[src/hw/rtl/aip_pkg.sv]
// Shared types and codes for the archive index parser.
// No dependencies; imported by the parser stage and the top level.
package aip_pkg;

    typedef enum logic [3:0] {
        PH_IDLE      = 4'd0,
        PH_LIST_BASE = 4'd1,
        PH_DELIM     = 4'd2,
        PH_LIST_NAME = 4'd3,
        PH_LIST_LEN  = 4'd4,
        PH_COUNT     = 4'd5,
        PH_TAB_BASE  = 4'd6,
        PH_TAB_NAME  = 4'd7,
        PH_COMP      = 4'd8,
        PH_OFF       = 4'd9,
        PH_LEN       = 4'd10,
        PH_ORIG      = 4'd11
    } t_phase;

    localparam logic [1:0] REQ_START = 2'd0;
    localparam logic [1:0] REQ_BYTE  = 2'd1;
    localparam logic [1:0] REQ_EOF   = 2'd2;

    localparam logic [1:0] EV_CHAR  = 2'd0;
    localparam logic [1:0] EV_ENTRY = 2'd1;
    localparam logic [1:0] EV_DONE  = 2'd2;
    localparam logic [1:0] EV_ERR   = 2'd3;

    localparam logic [3:0] ERR_NONE     = 4'd0;
    localparam logic [3:0] ERR_CONFIG   = 4'd1;
    localparam logic [3:0] ERR_BASE     = 4'd2;
    localparam logic [3:0] ERR_TRUNC    = 4'd3;
    localparam logic [3:0] ERR_PAST     = 4'd4;
    localparam logic [3:0] ERR_DELIM    = 4'd5;
    localparam logic [3:0] ERR_BAD_NAME = 4'd6;
    localparam logic [3:0] ERR_EMPTY    = 4'd7;
    localparam logic [3:0] ERR_COUNT    = 4'd8;
    localparam logic [3:0] ERR_RANGE    = 4'd9;
    localparam logic [3:0] ERR_OVERLAP  = 4'd10;

    localparam logic [1:0] FMT_TABLE = 2'd0;
    localparam logic [1:0] FMT_COMP  = 2'd1;
    localparam logic [1:0] FMT_LIST  = 2'd2;
    localparam logic [1:0] FMT_BAD   = 2'd3;

    localparam logic [1:0] CFG_FORMAT   = 2'd0;
    localparam logic [1:0] CFG_OFFSET   = 2'd1;
    localparam logic [1:0] CFG_SIZE     = 2'd2;
    localparam logic [1:0] CFG_MAX_NAME = 2'd3;

    localparam logic [7:0] QUOTE_CHAR   = 8'h22;
    localparam logic [3:0] COMP_MIN_ENT = 4'd14;
    localparam logic [3:0] TAB_MIN_ENT  = 4'd9;
    localparam logic [7:0] UPCASE_DELTA = 8'h20;

endpackage

[src/hw/rtl/archive_index_parser_core.sv]
// Top level of the archive index parser: configuration registers, parser, result queue.
// Depends on aip_pkg, aip_parse and aip_outq.
//
// Usage: a start transaction (request type 0) begins a parse in the configured
// format, then header bytes (request type 1) are fed one per transaction, and
// an end-of-file transaction (request type 2) ends a parse that is still open.
// Each accepted input transaction yields zero, one or two result transactions:
// upper-cased name characters, entry records, a done record carrying the data
// base, or a single error code after which the parser idles until a new start.
// The last result caused by an input is flagged by last_of_run.
// Results of an accepted input enter the queue at the accepting edge. Throughput
// is one input per cycle while o_stall is low; the parser decodes each byte
// combinationally, and results drain through a four-entry queue at one per
// cycle while i_stall is low. The input side stalls while more than two queue
// entries are held, so a stalled receiver backs up into the input channel once
// three results are queued. Configuration is a plain write port and is meant
// to be written while no parse is running. Reset clears the parse state, empties
// the queue and restores the configuration defaults (max name length 255, others 0).
module archive_index_parser_core import aip_pkg::*; #(
    parameter int ADDR_BITS     = 48,
    parameter int NAME_LEN_BITS = 16
) (
    input  logic                 i_clk,
    input  logic                 i_rst_n,
    input  logic                 i_valid,
    output logic                 o_stall,
    input  logic [1:0]           i_req_type,
    input  logic [7:0]           i_data_byte,
    input  logic                 i_cfg_we,
    input  logic [1:0]           i_cfg_index,
    input  logic [ADDR_BITS-1:0] i_cfg_data,
    output logic                 o_valid,
    input  logic                 i_stall,
    output logic [1:0]           o_event_res,
    output logic [7:0]           o_name_char,
    output logic [ADDR_BITS:0]   o_entry_offset,
    output logic [31:0]          o_entry_length,
    output logic [31:0]          o_original_length,
    output logic                 o_compressed,
    output logic [ADDR_BITS:0]   o_data_base,
    output logic [3:0]           o_error_code,
    output logic                 o_last_of_run
);

    localparam int RW = 2 * ADDR_BITS + 81;

    logic [1:0]               r_format;
    logic [ADDR_BITS-1:0]     r_arch_off, r_arch_size;
    logic [NAME_LEN_BITS-1:0] r_max_name;
    logic                     acc, full;
    logic [1:0]               cnt;
    logic [RW-1:0]            res0, res1;
    logic [RW:0]              q_out;

    // Configuration registers take effect at the next edge.
    always_ff @(posedge i_clk) begin
        if (!i_rst_n) begin
            r_format    <= FMT_TABLE;
            r_arch_off  <= '0;
            r_arch_size <= '0;
            r_max_name  <= NAME_LEN_BITS'(255);
        end else if (i_cfg_we) begin
            unique case (i_cfg_index)
                CFG_FORMAT:   r_format    <= i_cfg_data[1:0];
                CFG_OFFSET:   r_arch_off  <= i_cfg_data;
                CFG_SIZE:     r_arch_size <= i_cfg_data;
                CFG_MAX_NAME: r_max_name  <= i_cfg_data[NAME_LEN_BITS-1:0];
            endcase
        end
    end

    assign o_stall = full;
    assign acc     = i_valid && !full;

    aip_parse #(.ADDR_BITS(ADDR_BITS), .NAME_LEN_BITS(NAME_LEN_BITS), .RW(RW)) u_parse (
        .i_clk       (i_clk),
        .i_rst_n     (i_rst_n),
        .i_acc       (acc),
        .i_req_type  (i_req_type),
        .i_data_byte (i_data_byte),
        .i_format    (r_format),
        .i_arch_off  (r_arch_off),
        .i_arch_size (r_arch_size),
        .i_max_name  (r_max_name),
        .o_cnt       (cnt),
        .o_res0      (res0),
        .o_res1      (res1)
    );

    // The flag for the last result of a run rides in the queue's top bit.
    aip_outq #(.W(RW + 1)) u_outq (
        .i_clk      (i_clk),
        .i_rst_n    (i_rst_n),
        .i_push_cnt (cnt),
        .i_data0    ({cnt == 2'd1, res0}),
        .i_data1    ({1'b1, res1}),
        .i_pop      (o_valid && !i_stall),
        .o_full     (full),
        .o_valid    (o_valid),
        .o_data     (q_out)
    );

    assign {o_last_of_run, o_event_res, o_name_char, o_entry_offset, o_entry_length,
            o_original_length, o_compressed, o_data_base, o_error_code} = q_out;

endmodule

[src/hw/rtl/aip_parse.sv]
// Parser stage of the archive index parser: parse state and per-byte decode.
// Depends on aip_pkg; produces up to two packed results per transaction.
module aip_parse import aip_pkg::*; #(
    parameter int ADDR_BITS     = 48,
    parameter int NAME_LEN_BITS = 16,
    parameter int RW            = 2 * ADDR_BITS + 81
) (
    input  logic                     i_clk,
    input  logic                     i_rst_n,
    input  logic                     i_acc,
    input  logic [1:0]               i_req_type,
    input  logic [7:0]               i_data_byte,
    input  logic [1:0]               i_format,
    input  logic [ADDR_BITS-1:0]     i_arch_off,
    input  logic [ADDR_BITS-1:0]     i_arch_size,
    input  logic [NAME_LEN_BITS-1:0] i_max_name,
    output logic [1:0]               o_cnt,
    output logic [RW-1:0]            o_res0,
    output logic [RW-1:0]            o_res1
);

    localparam int PW = ADDR_BITS + 1;

    t_phase                   r_phase, n_phase;
    logic [PW-1:0]            r_pos, n_pos, r_base, n_base, r_run, n_run, r_eoff, n_eoff;
    logic [31:0]              r_shift, n_shift, r_elen, n_elen;
    logic [2:0]               r_bidx, n_bidx;
    logic [15:0]              r_left, n_left;
    logic [NAME_LEN_BITS-1:0] r_ncnt, n_ncnt;
    logic                     r_comp, n_comp;

    function automatic logic [RW-1:0] pack_res(
        input logic [1:0] ev, input logic [7:0] ch, input logic [PW-1:0] off,
        input logic [31:0] len, input logic [31:0] orig, input logic comp,
        input logic [PW-1:0] base, input logic [3:0] err);
        pack_res = {ev, ch, off, len, orig, comp, base, err};
    endfunction

    always_comb begin
        logic [PW-1:0]   pos1, bnew, sz;
        logic [PW:0]     wide_end;
        logic [2:0]      idx1;
        logic [31:0]     le_val, be_val;
        logic [19:0]     prod;
        logic            v_char, v_entry, v_done, v_err, do_lt, do_tt;
        logic [3:0]      ecode;
        logic [7:0]      ch;
        logic [PW-1:0]   e_off;
        logic [31:0]     e_len, e_orig;
        logic            e_comp;
        logic [RW-1:0]   prim, sec;

        n_phase = r_phase; n_pos = r_pos; n_base = r_base; n_run = r_run;
        n_eoff = r_eoff; n_shift = r_shift; n_elen = r_elen; n_bidx = r_bidx;
        n_left = r_left; n_ncnt = r_ncnt; n_comp = r_comp;
        v_char = 1'b0; v_entry = 1'b0; v_done = 1'b0; v_err = 1'b0;
        do_lt = 1'b0; do_tt = 1'b0; ecode = ERR_NONE;
        e_off = '0; e_len = '0; e_orig = '0; e_comp = 1'b0;
        ch = (i_data_byte >= 8'h61 && i_data_byte <= 8'h7a)
             ? i_data_byte - UPCASE_DELTA : i_data_byte;
        sz = {1'b0, i_arch_size};
        pos1 = r_pos + PW'(1);
        idx1 = r_bidx + 3'd1;
        le_val = r_shift | ({24'd0, i_data_byte} << {r_bidx[1:0], 3'b000});
        be_val = {r_shift[23:0], i_data_byte};
        bnew = {1'b0, i_arch_off};
        wide_end = '0;
        prod = r_left * ((i_format == FMT_COMP) ? COMP_MIN_ENT : TAB_MIN_ENT);

        if (i_acc && i_req_type == REQ_START) begin
            n_phase = PH_IDLE; n_base = '0; n_shift = '0; n_bidx = '0; n_left = '0;
            n_ncnt = '0; n_eoff = '0; n_elen = '0; n_comp = 1'b0; n_run = '0;
            n_pos = {1'b0, i_arch_off};
            if (i_max_name == '0 || i_format == FMT_BAD) begin
                v_err = 1'b1; ecode = ERR_CONFIG;
            end else if (i_arch_off > i_arch_size) begin
                v_err = 1'b1; ecode = ERR_BASE;
            end else begin
                n_phase = (i_format == FMT_LIST) ? PH_LIST_BASE : PH_COUNT;
            end
        end else if (i_acc && i_req_type == REQ_EOF && r_phase != PH_IDLE) begin
            v_err = 1'b1; ecode = ERR_TRUNC;
        end else if (i_acc && i_req_type == REQ_BYTE && r_phase != PH_IDLE) begin
            n_pos = pos1;
            unique case (r_phase)
                PH_LIST_BASE: begin
                    if (idx1 < 3'd4) begin
                        n_shift = le_val; n_bidx = idx1;
                    end else begin
                        n_shift = '0; n_bidx = '0;
                        bnew = {1'b0, i_arch_off} + PW'(le_val);
                        n_base = bnew;
                        if (bnew > sz) begin
                            v_err = 1'b1; ecode = ERR_BASE;
                        end else begin
                            n_run = bnew; do_lt = 1'b1;
                        end
                    end
                end
                PH_DELIM: begin
                    if (i_data_byte != QUOTE_CHAR) begin
                        if ({1'b0, r_pos} + (PW+1)'(1) == {1'b0, r_base}) v_done = 1'b1;
                        else begin
                            v_err = 1'b1; ecode = ERR_DELIM;
                        end
                    end else begin
                        n_ncnt = '0;
                        if (pos1 >= r_base) begin
                            v_err = 1'b1; ecode = ERR_PAST;
                        end else n_phase = PH_LIST_NAME;
                    end
                end
                PH_LIST_NAME: begin
                    if (i_data_byte == QUOTE_CHAR) begin
                        if (r_ncnt == '0) begin
                            v_err = 1'b1; ecode = ERR_EMPTY;
                        end else if ({1'b0, pos1} + (PW+1)'(4) > {1'b0, r_base}) begin
                            v_err = 1'b1; ecode = ERR_TRUNC;
                        end else n_phase = PH_LIST_LEN;
                    end else if (i_data_byte == 8'd0 || r_ncnt >= i_max_name) begin
                        v_err = 1'b1; ecode = ERR_BAD_NAME;
                    end else begin
                        v_char = 1'b1; n_ncnt = r_ncnt + NAME_LEN_BITS'(1);
                        if (pos1 >= r_base) begin
                            v_err = 1'b1; ecode = ERR_PAST;
                        end
                    end
                end
                PH_LIST_LEN: begin
                    if (idx1 < 3'd4) begin
                        n_shift = le_val; n_bidx = idx1;
                    end else begin
                        n_shift = '0; n_bidx = '0; n_elen = le_val;
                        wide_end = {1'b0, r_run} + (PW+1)'(le_val);
                        if (wide_end > {1'b0, sz}) begin
                            v_err = 1'b1; ecode = ERR_RANGE;
                        end else begin
                            v_entry = 1'b1; e_off = r_run; e_len = le_val;
                            e_orig = le_val; n_run = wide_end[PW-1:0]; do_lt = 1'b1;
                        end
                    end
                end
                PH_COUNT: begin
                    if (idx1 < 3'd2) begin
                        n_shift = be_val; n_bidx = idx1;
                    end else begin
                        n_shift = '0; n_bidx = '0; n_left = be_val[15:0];
                        n_phase = PH_TAB_BASE;
                    end
                end
                PH_TAB_BASE: begin
                    if (idx1 < 3'd4) begin
                        n_shift = be_val; n_bidx = idx1;
                    end else begin
                        n_shift = '0; n_bidx = '0;
                        bnew = {1'b0, i_arch_off} + PW'(be_val);
                        n_base = bnew;
                        if (bnew > sz) begin
                            v_err = 1'b1; ecode = ERR_BASE;
                        end else if (ADDR_BITS'(prod) > i_arch_size) begin
                            v_err = 1'b1; ecode = ERR_COUNT;
                        end else do_tt = 1'b1;
                    end
                end
                PH_TAB_NAME: begin
                    if (i_data_byte == 8'd0) begin
                        if (r_ncnt == '0) begin
                            v_err = 1'b1; ecode = ERR_EMPTY;
                        end else begin
                            n_comp = 1'b0;
                            n_phase = (i_format == FMT_COMP) ? PH_COMP : PH_OFF;
                        end
                    end else if (r_ncnt >= i_max_name) begin
                        v_err = 1'b1; ecode = ERR_BAD_NAME;
                    end else begin
                        v_char = 1'b1; n_ncnt = r_ncnt + NAME_LEN_BITS'(1);
                        if (pos1 >= r_base) begin
                            v_err = 1'b1; ecode = ERR_PAST;
                        end
                    end
                end
                PH_COMP: begin
                    n_comp = (i_data_byte != 8'd0);
                    n_phase = PH_OFF;
                end
                PH_OFF: begin
                    if (idx1 < 3'd4) begin
                        n_shift = be_val; n_bidx = idx1;
                    end else begin
                        // The entry start is formed here; the base is fixed by now.
                        n_shift = '0; n_bidx = '0;
                        n_eoff = r_base + PW'(be_val);
                        n_phase = PH_LEN;
                    end
                end
                PH_LEN, PH_ORIG: begin
                    if (idx1 < 3'd4) begin
                        n_shift = be_val; n_bidx = idx1;
                    end else begin
                        n_shift = '0; n_bidx = '0;
                        if (r_phase == PH_LEN) n_elen = be_val;
                        if (r_phase == PH_LEN && i_format == FMT_COMP) begin
                            n_phase = PH_ORIG;
                        end else begin
                            wide_end = {1'b0, r_eoff} + (PW+1)'(n_elen);
                            if (wide_end > {1'b0, sz}) begin
                                v_err = 1'b1; ecode = ERR_RANGE;
                            end else begin
                                v_entry = 1'b1; e_off = r_eoff; e_len = n_elen;
                                e_orig = be_val; e_comp = r_comp;
                                n_left = r_left - 16'd1; do_tt = 1'b1;
                            end
                        end
                    end
                end
                default: n_phase = PH_IDLE;
            endcase

            if (do_lt) begin
                if (pos1 > n_base) begin
                    v_err = 1'b1; ecode = ERR_PAST;
                end else if (pos1 == n_base) v_done = 1'b1;
                else n_phase = PH_DELIM;
            end
            if (do_tt) begin
                if (n_left == 16'd0) begin
                    if (pos1 > n_base) begin
                        v_err = 1'b1; ecode = ERR_OVERLAP;
                    end else v_done = 1'b1;
                end else begin
                    n_ncnt = '0;
                    if (pos1 >= n_base) begin
                        v_err = 1'b1; ecode = ERR_PAST;
                    end else n_phase = PH_TAB_NAME;
                end
            end
        end
        if (v_err || v_done) n_phase = PH_IDLE;

        prim = v_char ? pack_res(EV_CHAR, ch, '0, '0, '0, 1'b0, '0, ERR_NONE)
                      : pack_res(EV_ENTRY, 8'd0, e_off, e_len, e_orig, e_comp, '0, ERR_NONE);
        sec  = v_err ? pack_res(EV_ERR, 8'd0, '0, '0, '0, 1'b0, '0, ecode)
                     : pack_res(EV_DONE, 8'd0, '0, '0, '0, 1'b0, n_base, ERR_NONE);
        if (v_char || v_entry) begin
            o_res0 = prim; o_res1 = sec;
            o_cnt  = (v_err || v_done) ? 2'd2 : 2'd1;
        end else begin
            o_res0 = sec; o_res1 = sec;
            o_cnt  = (v_err || v_done) ? 2'd1 : 2'd0;
        end
    end

    always_ff @(posedge i_clk) begin
        if (!i_rst_n) begin
            r_phase <= PH_IDLE; r_pos <= '0; r_base <= '0; r_run <= '0; r_eoff <= '0;
            r_shift <= '0; r_elen <= '0; r_bidx <= '0; r_left <= '0; r_ncnt <= '0;
            r_comp <= 1'b0;
        end else begin
            r_phase <= n_phase; r_pos <= n_pos; r_base <= n_base; r_run <= n_run;
            r_eoff <= n_eoff; r_shift <= n_shift; r_elen <= n_elen; r_bidx <= n_bidx;
            r_left <= n_left; r_ncnt <= n_ncnt; r_comp <= n_comp;
        end
    end

`ifndef ASSERT_OFF
    a_bidx_range: assert property (@(posedge i_clk) disable iff (!i_rst_n)
        r_bidx < 3'd4) else $error("field byte index out of range");
    a_idle_clean: assert property (@(posedge i_clk) disable iff (!i_rst_n)
        (i_acc && i_req_type == REQ_START) |=> r_bidx == 3'd0 && r_shift == 32'd0)
        else $error("start left a partial field");
    a_err_idles: assert property (@(posedge i_clk) disable iff (!i_rst_n)
        (o_cnt != 2'd0 && o_res1[RW-1 -: 2] == EV_ERR && o_cnt == 2'd2) |=>
        r_phase == PH_IDLE) else $error("parser kept running after an error");
`endif

endmodule

[src/hw/rtl/aip_outq.sv]
// Result queue of the archive index parser: four entries, two pushes, one pop.
// No package dependencies; instantiated by the top level.
module aip_outq #(
    parameter int W = 178
) (
    input  logic         i_clk,
    input  logic         i_rst_n,
    input  logic [1:0]   i_push_cnt,
    input  logic [W-1:0] i_data0,
    input  logic [W-1:0] i_data1,
    input  logic         i_pop,
    output logic         o_full,
    output logic         o_valid,
    output logic [W-1:0] o_data
);

    logic [W-1:0] r_mem [4];
    logic [1:0]   r_rd, r_wr;
    logic [2:0]   r_count;

    assign o_valid = (r_count != 3'd0);
    assign o_full  = (r_count > 3'd2);
    assign o_data  = r_mem[r_rd];

    always_ff @(posedge i_clk) begin
        if (i_push_cnt != 2'd0) r_mem[r_wr] <= i_data0;
        if (i_push_cnt == 2'd2) r_mem[r_wr + 2'd1] <= i_data1;
    end

    always_ff @(posedge i_clk) begin
        if (!i_rst_n) begin
            r_rd <= '0; r_wr <= '0; r_count <= '0;
        end else begin
            r_wr    <= r_wr + i_push_cnt;
            r_rd    <= r_rd + {1'b0, i_pop};
            r_count <= r_count + {1'b0, i_push_cnt} - {2'b0, i_pop};
        end
    end

`ifndef ASSERT_OFF
    a_no_overflow: assert property (@(posedge i_clk) disable iff (!i_rst_n)
        r_count <= 3'd4) else $error("result queue overflow");
    a_push_room: assert property (@(posedge i_clk) disable iff (!i_rst_n)
        (i_push_cnt != 2'd0) |-> r_count <= 3'd2) else $error("push into full queue");
    a_pop_nonempty: assert property (@(posedge i_clk) disable iff (!i_rst_n)
        i_pop |-> r_count != 3'd0) else $error("pop from empty queue");
`endif

endmodule

[config.mk]
export PLATFORM = sky130hd
export DESIGN_NAME = archive_index_parser_core
export DESIGN_NICKNAME = d
export VERILOG_FILES = /design/src/hw/rtl/aip_pkg.sv /design/src/hw/rtl/archive_index_parser_core.sv /design/src/hw/rtl/aip_parse.sv /design/src/hw/rtl/aip_outq.sv
export SDC_FILE = /design/constraint.sdc
export NUM_CORES = 2
export LEC_CHECK = 0
export ABC_AREA = 1
export ABC_CLOCK_PERIOD_IN_PS = 12150
export BUFFER_PORTS_ARGS = -buffer_cell sky130_fd_sc_hd__buf_2
export CAP_MARGIN = 20
export CORE_MARGIN = 4
export CORE_UTILIZATION = 55
export DETAILED_ROUTE_END_ITERATION = 8
export PLACE_DENSITY = 0.73
export SLEW_MARGIN = 5
export SYNTH_ARGS = -nofsm -noshare
export SYNTH_HDL_FRONTEND = slang
export SYNTH_SLANG_ARGS = --single-unit
[constraint.sdc]
create_clock -name i_clk -period 12.15 [get_ports i_clk]
set_input_delay 0.6075 -clock i_clk [delete_from_list [all_inputs] [get_ports i_clk]]
set_output_delay 0.6075 -clock i_clk [all_outputs]
set_load 0.005 [all_outputs]
### Yosys cells after proc, flatten, opt, wreduce, memory -nomap -nowiden

Memory sizes are Yosys's and may differ from the RTL's. A register that Yosys moved wholly into a read port is not among the register bits.
Cells that the tools add are included.

| word-level totals | value |
|---|---|
| output and inout port bits | 180 |
| word-level logic and storage cells | 370 |
| bits in writable memories | 712 |
| memories | 1 |
| register bits | 421 |
| input bits | 65 |

| cells by class | value |
|---|---|
| shift operators | 1 |
| order comparisons | 16 |
| multipliers | 1 |
| equal/unequal tests | 33 |
| reductions and logical operators | 50 |
| add/subtract/negate cells | 17 |
| mux-type cells | 228 |
| bitwise logic cells | 4 |

Memories:

| memory | words | width | read ports | clocked after Yosys merged registers in | write ports | RTL line | RTL |
|---|---|---|---|---|---|---|---|
| u_outq.r_mem | 4 | 178 | 1 | 1 | 2 | aip_outq.sv:17 | `logic [W-1:0] r_mem [4];` |

Operators with widths:

| operator | number |
|---|---|
| $mux W49 | 20 |
| $mux W32 | 25 |
| $mux W176 | 2 |
| $pmux W49 S2 | 3 |
| $mux W16 | 14 |
| $pmux W32 S2 | 3 |
| $mux W4 | 46 |
| $mux W177 | 1 |
| $mux W48 | 3 |
| $add A49 B32 Y50 | 2 |
| $gt A50 B48 Y1 | 2 |
| $add A48 B32 Y49 | 2 |
| $ge A49 B49 Y1 | 2 |
| $gt A49 B48 Y1 | 2 |
| $pmux W32 S3 | 1 |
| $mux W1 | 84 |
| $add A49 B1 Y50 const B | 1 |
| $add A49 B3 Y50 const B | 1 |
| $eq A50 B49 Y1 | 1 |
| $gt A50 B49 Y1 | 1 |
| $add A49 B1 Y49 const B | 1 |
| $add A49 B32 Y49 | 1 |
| $eq A49 B49 Y1 | 1 |
| $gt A49 B49 Y1 | 1 |
| other kinds (60) | 130 |

### Depth between registers and ports, before layout

| depth | value |
|---|---|
| word-level depth | 29 |
| depth in mapped cells | 64 |
| depth with buffers taken out | 59 |

### By module

Synthesis repeated with hierarchy kept, for this count alone.

| second synthesis, totals | value |
|---|---|
| cell total of the unflattened synthesis | 11,536 |
| area total of the unflattened synthesis | 84,333.4 µm² |

Modules (own cells, without submodules):

| module | cells an instance | area each (µm²) | seq. area each (µm²) | times used |
|---|---|---|---|---|
| aip_parse | 6,917 | 43,686.9 | 6,005.8 | 1 |
| aip_outq | 3,901 | 35,987.0 | 21,520.6 | 1 |
| archive_index_parser_core | 718 | 4,659.5 | 2,282.2 | 1 |

### Worst setup path before layout

OpenSTA, ideal clock, no wires.

| timing | value |
|---|---|
| path type | reg-to-reg |
| start | register r_format[0] |
| end | memory u_outq.r_mem[3][166] |
| stages on the path, launching flop included | 54 |
| clock period less this slack | 9,405 ps |
| setup time | 129 ps |
| data required time | 12,021 ps |
| path slack | 2,745 ps |
| buffers on the path | 5 |
| data arrival time | 9,276 ps |
| cell sequence | dfxtp_1 > inv_1 > nor2_1 > inv_1 > clkbuf_1 > nor2_1 > fa_1 > inv_1 > fa_1 > fa_1 > nand3b_1 > and2_1 > o21ai_0 > a21o_1 > nand2_1 > nand2_1 > nand2_1 > nand2_1 > [... 18 more ...] > nand4_1 > nand3_1 > nand2_2 > nand2_2 > nand2_4 > buf_6 > nand2_1 > inv_2 > ha_1 > nor3_1 > inv_1 > clkbuf_1 > nand2_1 > clkinv_1 > clkbuf_1 > clkbuf_1 > nand2_1 > o21ai_0 |

RTL lines:

| element | RTL line | RTL |
|---|---|---|
| from (decl) | archive_index_parser_core.sv:47 | `logic [1:0] r_format;` |
| from (signal assigned) | archive_index_parser_core.sv:64 | `CFG_FORMAT: r_format <= i_cfg_data[1:0];` |
| to (decl) | aip_outq.sv:17 |  |

==> flow_metrics.env <==
export IMPL_cts_clk_slew_worst_paths_ns=0.06
export IMPL_start_kind="register"
export IMPL_syn_avg_cell_area_um2=7.07
export IMPL_drc=0
export IMPL_postCtsHoldBufs=0
export IMPL_ios=245
export IMPL_layout_drive_gt1_share_pct=7.78
export IMPL_max_clock_freq_mhz=90.9
export IMPL_start_util_pct=55.3
export IMPL_worstSetupEndpointType="register"
export IMPL_worstHoldPathType="in -> reg"
export IMPL_antenna_found_initial=33
export IMPL_clock_sinks=1133
export IMPL_root_buffer="clkbuf_16"
export IMPL_slew_violations=0
export IMPL_avgViaCountPerCell=6.43
export IMPL_postSynthNetCount=11200
export IMPL_synth_area_um2=73900
export IMPL_dp_hpwl_mm=257
export IMPL_worst_pin_slew_ns=1.28
export IMPL_vias=79700
export IMPL_switching_share_pct=32.7
export IMPL_rsz0062_at_grt="false"
export IMPL_worstPathMaxFanout=29
export IMPL_overflow=0
export IMPL_cpMaxStageDelayCell="nor3_1"
export IMPL_ctsResizeCount=0
export IMPL_critical_path_class="reg -> reg"
export IMPL_numCtsBuffers=120
export IMPL_clkLatencyLatePin_ns=0.80
export IMPL_p_per_area_nw_per_um2=124
export IMPL_yosysMostFrequentCell="nand2_1"
export IMPL_yosysSeqAreaShare_pct=33.6
export IMPL_synth_ff_type="dfxtp_1"
export IMPL_cp_num_buf_inv=10
export IMPL_std_cell_rows=134
export IMPL_finalSetupViolations=0
export IMPL_synth_top_area_share_pct=24.9
export IMPL_cp_required_ns=12.74
export IMPL_die_w_um=374
export IMPL_place_ws_ns=1.37
export IMPL_finalHoldViolCount=0
export IMPL_track_usage_pct=46.0
export IMPL_design_core_area_um2=133000
export IMPL_slew_headroom_pct=14.9
export IMPL_status="finished clean"
export IMPL_fp_dieH_um=374
export IMPL_cts_htree_levels=3
export IMPL_drt_first_pass_iters=7
export IMPL_cp_common_cell="nand2_1"
export IMPL_fin_util_pct=61.0
export IMPL_cp_arrival_ns=11.59
export IMPL_synth_area_top_cells="dfxtp_1, ha_1, nand2_1, o21ai_0, edfxtp_1"
export IMPL_seq_power_share_pct=39.2
export IMPL_syn2layout_area_growth_pct=10.3
export IMPL_final_min_clock_period_ns=11.00
export IMPL_synth_top_cell_by_area="dfxtp_1"
export IMPL_grt_max_degree=183
export IMPL_hold_ws_ns=0.0742
export IMPL_drt_wl_total_mm=338
export IMPL_clockBufferDepth=3
export IMPL_die_area_um2=140000
export IMPL_routedWlPerCell_um=27.2
export IMPL_p_total_mw=10.1
export IMPL_tritoncts="done"
export IMPL_finalCritPeriodShare_pct=90.6
export IMPL_synth_edf_count=216
export IMPL_p_clk_share_pct=38.9
export IMPL_layout_nets=11200
export IMPL_synth_cell_type_count=72
export IMPL_post_cts_buffers=0
export IMPL_power_switching_mw=3.30
export IMPL_cap_violations=0
export IMPL_synthCells=10400
export IMPL_p_leak_nw=35.1
export IMPL_io_buffers=244
export IMPL_tns_ns=0
export IMPL_ys_ff_latch=1133
export IMPL_synth_common_cells="nand2_1, o21ai_0, nor2_1, inv_1, dfxtp_1"
export IMPL_drt_initial_drc_count=11800
export IMPL_path_delay_family="simple AND/OR/NAND/NOR gates"
export IMPL_grt_pass1_vias=72400
export IMPL_cpPeakStageDelay_ns=0.76
export IMPL_intPower_mw=6.78
export IMPL_async_reset_ff_share_pct=0
export IMPL_ir_worst_vdd_mv=0.198
export IMPL_yosys_warnings=0
export IMPL_grt_pass1_wl_mm=486
export IMPL_setup_ws_ns=1.15
export IMPL_gp_congestion=1.09
export IMPL_postRouteAntennaNets=0
export IMPL_power_frac_comb_pct=21.9
export IMPL_fin_worst_skew_ns=0.0840
[area by class of cell]
cell class                      count  area, um^2
Fill cell                       12400       52000
Multi-Input combinational cell   7769       43300
Sequential cell                  1133       24900
Inverter                         1055        4000
Clock buffer                      162        3320
Timing Repair Buffer              439        2880
Tap cell                         1768        2210
Clock inverter                     63         873
Antenna cell                       18        45.0
[logic make-up (layout without fill, tap and decap cells)]
kind of cell    Yosys count  in the layout  synth area share (%)
other cells               1             19               0.00508
xor+xnor                285            285                  3.43
flops                  1133           1133                  33.6
simple gates           3916           3916                  22.0
fa+ha+maj               655            655                  11.4
buf+inv                1539           1719                  7.93
compound gates         2912           2912                  21.5
[through the flow]
| step | std cells | area (um^2) |
|---|---|---|
| floorplan | 10400 | 73900 |
| global placement | 12200 | 77100 |
| detailed placement | 12200 | 77100 |
| CTS | 12400 | 81300 |
| global route | 12400 | 81400 |
| finish | 12400 | 81500 |
[worst register-to-register path, delay by kind of cell (launching register included)]
kind	cells	cell delay (ns)
AOI/OAI and AO/OA	8	2.26
and+or+nand+nor	19	4.48
DFF	1	0.65
buffers and inverters	10	2.44
adders and majority gates	4	0.93
xor gates and xnor gates	1	0.10
[flip-flops by register name, indices dropped and copies added, names as in the netlist, 3 cells and up]
name,flops
r_arch_off,48
r_arch_size,48
r_max_name,16
u_outq.r_count,3
u_outq.r_mem,712
u_parse.r_base,49
u_parse.r_bidx,3
u_parse.r_elen,32
u_parse.r_eoff,49
u_parse.r_left,16
u_parse.r_ncnt,16
u_parse.r_phase,4
u_parse.r_pos,49
u_parse.r_run,49
u_parse.r_shift,32
[power groups by stage]
stage               clock (mW)  sequential (mW)  combinational, mW
floorplan                    0             3.97               1.25
global placement             0             4.02               2.10
detailed placement           0             4.02               2.13
CTS                       3.92             3.94               2.14
global route              4.08             3.95               2.36
finish                    3.92             3.95               2.21
[worst paths after layout]
path	end	cells after the start	slack (ns)	from
max	u_outq.r_mem[0][95]	42	1.15	u_parse.r_bidx[0]
min	r_arch_off[18]	3	0.07	i_cfg_data[18]
max reg2reg	u_outq.r_mem[0][95]	42	1.15	u_parse.r_bidx[0]
min reg2reg	u_parse.r_elen[1]	2	0.45	u_parse.r_elen[1]
[layout by cell type (no fill, tap or decap), types with 27 or more instances in the layout]
cell / netlist / layout
a211oi_1: 29 / 29
a21oi_1: 733 / 732
a22oi_1: 54 / 54
a31oi_1: 93 / 93
buf_2: 11 / 244
buf_4: 2 / 180
clkbuf_16: 0 / 120
dfxtp_1: 917 / 915
edfxtp_1: 216 / 216
fa_1: 34 / 34
ha_1: 621 / 621
inv_1: 1014 / 1008
nand2_1: 2060 / 2056
nand2_2: 38 / 42
nand3_1: 264 / 261
nand4_1: 133 / 133
nor2_1: 1133 / 1127
nor3_1: 119 / 118
nor4_1: 64 / 63
o211ai_1: 62 / 62
o21ai_0: 1531 / 1528
o21bai_1: 27 / 27
o221ai_1: 41 / 41
o22ai_1: 230 / 230
xnor2_1: 69 / 68
xor2_1: 211 / 211
[routing by layer]
| layer | track usage (%) | wire length (um) |
|---|---|---|
| met1 | 59.2 | 125000 |
| met2 | 67.3 | 140000 |
| met3 | 13.5 | 46000 |
| met4 | 29.3 | 26200 |
| met5 | 0 | 219 |
(Power assumes the default switching activity.)
